File: config.mk
export PLATFORM = sky130hd
export DESIGN_NAME = ilpr_ctrl
export DESIGN_NICKNAME = d
export VERILOG_FILES = /design/src/rtl/ilpr_pkg.sv /design/src/rtl/ilpr_ctrl.sv
export SDC_FILE = /design/constraint.sdc
export NUM_CORES = 1
export LEC_CHECK = 0
export ABC_AREA = 1
export CAP_MARGIN = 15
export CORE_MARGIN = 1
export CORE_UTILIZATION = 37
export CTS_BUF_LIST = sky130_fd_sc_hd__clkbuf_8
export DETAILED_ROUTE_END_ITERATION = 8
export DONT_BUFFER_PORTS = 1
export PLACE_DENSITY_LB_ADDON = 0.2
export SKIP_LAST_GASP = 1
export SYNTH_ARGS = -nofsm -noshare
export SYNTH_HDL_FRONTEND = slang
export SYNTH_SLANG_ARGS = --single-unit
File: constraint.sdc
create_clock -name aclk -period 5 [get_ports aclk]
set_clock_uncertainty 0.1 [all_clocks]
set_input_delay 0.75 -clock aclk [delete_from_list [all_inputs] [get_ports aclk]]
set_output_delay 0.75 -clock aclk [all_outputs]
set_load 0.01 [all_outputs]
File: src/rtl/ilpr_pkg.sv
package ilpr_pkg;

    // Table geometry
    localparam int TABLE_DEPTH    = 64;
    localparam int NUM_INTERFACES = 16;
    localparam int IDX_W = (TABLE_DEPTH > 1) ? $clog2(TABLE_DEPTH) : 1;
    localparam int CNT_W = $clog2(TABLE_DEPTH + 1);

    // Field widths
    localparam int ADDR_W = 32;
    localparam int LEN_W  = 6;
    localparam int IF_W   = 4;
    localparam int TTL_W  = 8;
    localparam int ST_W   = 3;

    // Stream widths (whole bytes)
    localparam int S_TDATA_W = 120;
    localparam int M_TDATA_W = 48;

    // Longest prefix that a route can carry
    localparam logic [LEN_W-1:0] MAX_LEN = LEN_W'(ADDR_W);

    // Result status codes
    typedef enum logic [ST_W-1:0] {
        ST_ADDED       = 3'd0,
        ST_FORWARDED   = 3'd1,
        ST_TTL_EXPIRED = 3'd2,
        ST_NO_ROUTE    = 3'd3,
        ST_TABLE_FULL  = 3'd4
    } status_t;

    // Operation codes on the input tuser
    typedef enum logic {
        OP_ADD   = 1'b0,
        OP_ROUTE = 1'b1
    } op_t;

    // What the controller asks the datapath to report
    typedef enum logic [1:0] {
        RES_ADDED,
        RES_FULL,
        RES_EXPIRED,
        RES_LOOKUP
    } res_kind_t;

    // One stored route
    typedef struct packed {
        logic [ADDR_W-1:0] prefix;
        logic [LEN_W-1:0]  length;
        logic              has_hop;
        logic [ADDR_W-1:0] hop_addr;
        logic [IF_W-1:0]   iface;
    } entry_t;

    // Controller to datapath
    typedef struct packed {
        logic             load_in;
        logic             wr_en;
        logic [IDX_W-1:0] wr_addr;
        logic             rd_en;
        logic [IDX_W-1:0] rd_addr;
        logic             cmp_en;
        logic             clear_best;
        logic             out_load;
        res_kind_t        res_kind;
    } cmd_t;

    // Datapath to controller
    typedef struct packed {
        op_t  op;
        logic ttl_low;
    } stat_t;

    // Network mask of a prefix length (0 to 32)
    function automatic logic [ADDR_W-1:0] mask_of(input logic [LEN_W-1:0] len);
        mask_of = ~({ADDR_W{1'b1}} >> len);
    endfunction

endpackage

File: src/rtl/ilpr_ctrl.sv
module ilpr_ctrl (
    input  logic            aclk,
    input  logic            aresetn,
    input  logic            s_valid,
    output logic            s_ready,
    output logic            m_valid,
    input  logic            m_ready,
    input  ilpr_pkg::stat_t stat,
    output ilpr_pkg::cmd_t  cmd
);

    typedef enum logic [1:0] {
        IDLE,
        CHECK,
        SCAN,
        DONE
    } state_t;

    state_t                       state_reg, state_next;
    logic [ilpr_pkg::CNT_W-1:0]   count_reg, count_next;
    logic [ilpr_pkg::CNT_W-1:0]   idx_reg, idx_next;
    ilpr_pkg::res_kind_t          kind_reg, kind_next;
    logic                         m_valid_reg, m_valid_next;

    assign s_ready = (state_reg == IDLE);
    assign m_valid = m_valid_reg;

    // Sequence the add, the table scan and the result hand-off
    always_comb begin
        state_next   = state_reg;
        count_next   = count_reg;
        idx_next     = idx_reg;
        kind_next    = kind_reg;
        m_valid_next = m_valid_reg;

        cmd            = '0;
        cmd.wr_addr    = count_reg[ilpr_pkg::IDX_W-1:0];
        cmd.rd_addr    = idx_reg[ilpr_pkg::IDX_W-1:0];
        cmd.res_kind   = kind_reg;

        // Retire the result once taken
        if (m_valid_reg && m_ready) begin
            m_valid_next = 1'b0;
        end

        case (state_reg)
            IDLE: begin
                if (s_valid) begin
                    cmd.load_in = 1'b1;
                    state_next  = CHECK;
                end
            end
            CHECK: begin
                if (stat.op == ilpr_pkg::OP_ADD) begin
                    if (count_reg == ilpr_pkg::CNT_W'(ilpr_pkg::TABLE_DEPTH)) begin
                        kind_next = ilpr_pkg::RES_FULL;
                    end else begin
                        cmd.wr_en  = 1'b1;
                        count_next = count_reg + ilpr_pkg::CNT_W'(1);
                        kind_next  = ilpr_pkg::RES_ADDED;
                    end
                    state_next = DONE;
                end else if (stat.ttl_low) begin
                    kind_next  = ilpr_pkg::RES_EXPIRED;
                    state_next = DONE;
                end else begin
                    cmd.clear_best = 1'b1;
                    kind_next      = ilpr_pkg::RES_LOOKUP;
                    idx_next       = '0;
                    state_next     = (count_reg == '0) ? DONE : SCAN;
                    if (count_reg != '0) begin
                        cmd.rd_en   = 1'b1;
                        cmd.rd_addr = '0;
                        idx_next    = ilpr_pkg::CNT_W'(1);
                    end
                end
            end
            SCAN: begin
                // Compare the entry read last cycle, issue the next read
                cmd.cmp_en = 1'b1;
                if (idx_reg != count_reg) begin
                    cmd.rd_en = 1'b1;
                    idx_next  = idx_reg + ilpr_pkg::CNT_W'(1);
                end else begin
                    state_next = DONE;
                end
            end
            DONE: begin
                // Load the result once the output register is free
                if (!m_valid_reg || m_ready) begin
                    cmd.out_load = 1'b1;
                    m_valid_next = 1'b1;
                    state_next   = IDLE;
                end
            end
            default: begin
                state_next = IDLE;
            end
        endcase
    end

    always_ff @(posedge aclk) begin
        if (!aresetn) begin
            state_reg   <= IDLE;
            count_reg   <= '0;
            idx_reg     <= '0;
            kind_reg    <= ilpr_pkg::RES_ADDED;
            m_valid_reg <= 1'b0;
        end else begin
            state_reg   <= state_next;
            count_reg   <= count_next;
            idx_reg     <= idx_next;
            kind_reg    <= kind_next;
            m_valid_reg <= m_valid_next;
        end
    end

`ifndef SYNTHESIS
    // Table never holds more routes than it has rows
    assert property (@(posedge aclk) disable iff (!aresetn)
        count_reg <= ilpr_pkg::CNT_W'(ilpr_pkg::TABLE_DEPTH))
        else $error("route count beyond table depth");

    // A result never overwrites one that is still waiting
    assert property (@(posedge aclk) disable iff (!aresetn)
        cmd.out_load |-> (!m_valid_reg || m_ready))
        else $error("result loaded over a pending result");

    // Scan reads only rows that were written
    assert property (@(posedge aclk) disable iff (!aresetn)
        (cmd.rd_en && state_reg == SCAN) |-> (idx_reg < count_reg))
        else $error("scan read beyond stored routes");

    // Route count moves only on a table write
    assert property (@(posedge aclk) disable iff (!aresetn)
        ($past(aresetn) && count_reg != $past(count_reg)) |-> $past(cmd.wr_en))
        else $error("route count changed without a write");
`endif

endmodule

# ---- Word level (Yosys, flattened, before mapping)
# Cells that the tools add are included.
dict set report classes {
  shift 0
  bitwise 2
  multipliers 0
  addsub 2
  n_reduce_logical 10
  magnitude_cmp 0
  n_div 0
  mux 35
  n_eq_ne 11
}
# op n
set op_table {}
lappend op_table {{$mux W7} 6}
lappend op_table {{$mux W1} 21}
lappend op_table {{$add A7 B1 Y7 const B} 2}
lappend op_table {{$pmux W7 S2} 1}
lappend op_table {{$ne A2 B2 Y1 const B} 6}
lappend op_table {{$mux W2} 4}
lappend op_table {{$pmux W2 S4} 1}
lappend op_table {{$eq A7 B7 Y1 const B} 1}
lappend op_table {{$logic_not A7 Y1} 1}
lappend op_table {{$ne A7 B7 Y1} 1}
lappend op_table {{$reduce_bool A7 Y1} 1}
lappend op_table {{$mux W6} 1}
lappend op_table {{$reduce_and A3 Y1} 2}
lappend op_table {{$eq A2 B2 Y1 const B} 2}
lappend op_table {{$reduce_and A4 Y1} 1}
lappend op_table {{$eq A2 B1 Y1 const B} 1}
lappend op_table {{$logic_not A2 Y1} 1}
lappend op_table {{$not A1 Y1} 2}
lappend op_table {{$pmux W1 S2} 1}
lappend op_table {{$reduce_bool A2 Y1} 1}
lappend op_table {{$logic_and A1 B1 Y1} 1}
lappend op_table {{$logic_not A1 Y1} 1}
lappend op_table {{$logic_or A1 B1 Y1} 1}
dict set report word_totals {
  word_cells 65
  reg_bits 19
  mem_bits_ro 0
  ramBits 0
  latch_bits 0
  mem_count 0
  inputBits 6
  output_inout_bits 22
}

# ---- Depth between registers and ports, before layout
dict set report depth {
  word_depth 5
  mapped_depth 10
  ltp_nobuf 10
}

# ---- Worst setup path after synthesis
# OpenSTA, ideal clock, no wires.
dict set report synth_timing {
  path_type {register to output}
  start {register count_reg[0] (netlist bit)}
  end {output port cmd[11] (netlist bit)}
  slack_ns 2.773
  arrival_ns 1.377
  required_time_ns 4.150
  path_buffers 0
  path_stages_with_launch 10
  path_cell_list {dfxtp_1 > inv_1 > ha_1 > nand3_2 > inv_1 > nand2_1 > nand2_2 > nor2_4 > inv_2 > a21oi_1}
}
# item line_no
set synth_lines {}
lappend synth_lines {{start: declaration} ilpr_ctrl.sv:20} ;# logic [ilpr_pkg::CNT_W-1:0] count_reg, count_next;
lappend synth_lines {{start signal: assignment} ilpr_ctrl.sv:111} ;# count_reg <= count_next;
lappend synth_lines {{end: declaration} ilpr_ctrl.sv:9} ;# output ilpr_pkg::cmd_t cmd

==> metrics <==
Post-CTS Resized=0; net switching power figure=0.311 mW; Post-synth top cells=sky130_fd_sc_hd__nand2_1 (48), sky130_fd_sc_hd__inv_1 (21), sky130_fd_sc_hd__a21oi_1 (20), sky130_fd_sc_hd__nor2_1 (20), sky130_fd_sc_hd__dfxtp_1 (19); number of pins exceeding their max-slew limit in the final report=0; category of the worst setup path launch point=flop; Buffers & Inverters on Critical Path=3; clock-pin slew reported for the worst setup and hold paths after clock tree synthesis=0.07 ns; maximum number of pins on one net before global-route repair=12; number of fill cells=417; H-tree levels=1; buffer type at the clock tree root=sky130_fd_sc_hd__clkbuf_8; worst hold path class=reg -> reg; total setup violations reported at the end of the flow=0; Worst Hold Path EP=idx_reg[3]; Final TNS setup=0 ns; share of the synthesized area in the top cell type=26.7%; multi-input logic area=845 sq um; first-pass GRT wire length=5130 microns; Unique masters post-synth=28; final cycle utilization of the critical path=55.4%; overall power after layout=0.656 mW; vias in the first global route=1078; via-per-instance ratio=4.67; share of layout cells above drive strength 1=17.4%; HPWL reported at the end of detailed placement=2310 microns; Reg2Reg Capture Point=idx_reg[1]; cell types with the largest area share after synthesis=sky130_fd_sc_hd__dfxtp_1 (27%), sky130_fd_sc_hd__nand2_1 (13%), sky130_fd_sc_hd__a21oi_1 (7.0%); WL/cell=12.2 microns; iteration-0 DRC count of the detailed router=65; number of buffers inserted for hold repair after clock tree synthesis=0; # rows=22; deepest clock path buffer count=2; origin of the critical flop-to-flop path=state_reg[0]; Pre-Repair DR Iteration Count=4; DRC errors left=0; hold_sp=idx_reg[3]; leftover overflow at the end of global routing=0; number of buffers created by CTS=3; CTS tree=done; Vias=1163; cell repeated most along the worst path=sky130_fd_sc_hd__inv_1; remaining antenna violation count after routing=0; run status=finished, final reports clean; number of antenna diodes=0; final hold viol count=0; Seq. cell area=380 sq um; combinational power share=48.0%; final weighted congestion of routability-driven global placement=0.891; total routed wirelength=3030 microns; unrepaired setup endpoints after global routing=no; Slowest Stage Delay on Critical Path=0.51 ns; share of flip-flops with an asynchronous set or reset after synthesis=0%; pin slew with the least headroom to its limit=0.617 ns; number of setup buffers added after CTS=0; most area-hungry cell type in the Yosys netlist=sky130_fd_sc_hd__dfxtp_1; Crit. End Element=output pin; Top Ports=28; dominant delay contributor by cell family on the critical path=flip-flops; fraction of the yosys area taken by sequential cells=26.7%; min cycle time layout=2.77 ns; Num Clock Sinks=19; WHS Path Cells=2; die area=0.00410 sq mm; WP data required=4.15 ns; type of the worst setup path=reg -> out; critical-path cell with the highest stage delay=sky130_fd_sc_hd__dfxtp_1; max-slew headroom at the worst pin=58.9%; Crit Path Max Fanout=7; synthesized flop and latch total=19; clock latency of the later-clocked register in the worst-skew pair=0.26 ns; antenna violations before repair=0; net switching share of the total power=47.4%; Layout Utilization=39.3%; peak supply drop=0.176 mV; total standard cell area after synthesis=0.00143 sq mm; PwrDens=452 mW/mm^2; placeable core area=0.00369 sq mm; leakage power of the design=0.597 nW; final net count=215; Layout area overhead=1.76%; synthesized net count=220; leading cell type by number of instances after synthesis=sky130_fd_sc_hd__nand2_1; synthesized instance count=207; Fmax=0.361 GHz; max-cap check violation count=0; Worst R2R Setup Slack=2.83 ns; GRT Total Usage=16.3%; post-synthesis area per instance=6.88 sq um; cell chain of the critical path=inv_1 > ha_1 > nand3_2 > inv_1 > nand2_1 > nand2_2 > nor2_4 > inv_2 > a21oi_1; clock share of power=16.9%; initial core utilization=38.6%; Post-synth top flop=sky130_fd_sc_hd__dfxtp_1; Int Power=0.345 mW; Sequential Power Share=35.1%; count of port buffers added during placement=0; count of flip-flops with a built-in enable after synthesis=0; overall die width=64.1 microns; die outline height=64.1 microns; arrival time worst endpoint=1.92 ns; depth of the worst register-to-register path=8; number of warnings printed during yosys synthesis=0
-- final cells by class --
cell class / instances / area share, %
Clock buffer: 3 / 2.85
Clock inverter: 1 / 0.259
Inverter: 32 / 8.28
Multi-Input combinational cell: 146 / 58.2
Sequential cell: 19 / 26.2
Tap cell: 48 / 4.14
-- power groups by stage --
stage / logic, mW / registers (mW) / clock network (mW)
6_report: 0.315 / 0.230 / 0.111
3_5_place_dp: 0.317 / 0.234 / 0
2_1_floorplan: 0.288 / 0.220 / 0
5_1_grt: 0.358 / 0.236 / 0.116
3_3_place_gp: 0.318 / 0.234 / 0
4_1_cts: 0.320 / 0.230 / 0.113
-- worst max-delay path by stage --
stage               slack, ns       to         start  depth (start not counted)
floorplan                2.77  cmd[11]  count_reg[0]                          9
global placement         2.55  cmd[11]  count_reg[0]                          9
detailed placement       2.51  cmd[11]  count_reg[0]                          9
CTS                      2.22  cmd[11]  count_reg[0]                          9
global route             2.05  cmd[11]  count_reg[0]                          9
finish                   2.23  cmd[11]  count_reg[0]                          9
-- placed cells by master (no fill, tap or decap), types with 2 or more instances in the layout --
master / instances
sky130_fd_sc_hd__nor2_4: 3
sky130_fd_sc_hd__dfxtp_1: 19
sky130_fd_sc_hd__nor3_1: 2
sky130_fd_sc_hd__xor2_1: 4
sky130_fd_sc_hd__inv_1: 22
sky130_fd_sc_hd__nor3b_1: 2
sky130_fd_sc_hd__clkbuf_8: 3
sky130_fd_sc_hd__o21ai_0: 2
sky130_fd_sc_hd__nand2_2: 4
sky130_fd_sc_hd__nand3_2: 9
sky130_fd_sc_hd__o21ai_1: 3
sky130_fd_sc_hd__ha_1: 7
sky130_fd_sc_hd__nor2_1: 20
sky130_fd_sc_hd__nor2_2: 2
sky130_fd_sc_hd__o21ai_2: 2
sky130_fd_sc_hd__nand3_1: 9
sky130_fd_sc_hd__xnor2_1: 5
sky130_fd_sc_hd__inv_2: 10
sky130_fd_sc_hd__nand2_1: 48
sky130_fd_sc_hd__a21oi_1: 20
-- worst min-delay path, delay by kind of cell, from the launching register on --
kind | cells | cell delay (ns)
flops | 1 | 0.35
simple gates | 1 | 0.08
compound gates | 1 | 0.05
-- per-stage QoR --
step	setup slack [ns]	hold WS [ns]	std cells	instance area (sq um)
2_1_floorplan	2.77	0.379	207	1430
3_3_place_gp	2.55	0.423	245	1410
3_5_place_dp	2.51	0.421	245	1410
4_1_cts	2.22	0.433	249	1450
5_1_grt	2.05	0.460	249	1450
6_report	2.23	0.425	249	1450
-- routing by layer --
layer | GRT usage [%] | part of all wire [%] | vias up
li1 | - | - | 635
met1 | 21.2 | 50 | 503
met2 | 27.1 | 45 | 23
met3 | 3.04 | 4.2 | 2
met4 | 5.11 | 0.69 | 0
met5 | 0 | 0 | -
-- cells by family (layout without fill, tap and decap cells) --
kind of cell	Yosys count	after routing	share of synthesized area, %
and+or+nand+nor	101	101	36.7
AOI/OAI and AO/OA	29	29	10.9
DFF	19	19	26.7
buffers and inverters	42	36	14.0
adders and majority gates	7	7	6.15
xor gates and xnor gates	9	9	5.53
(Power assumes the default switching activity.)
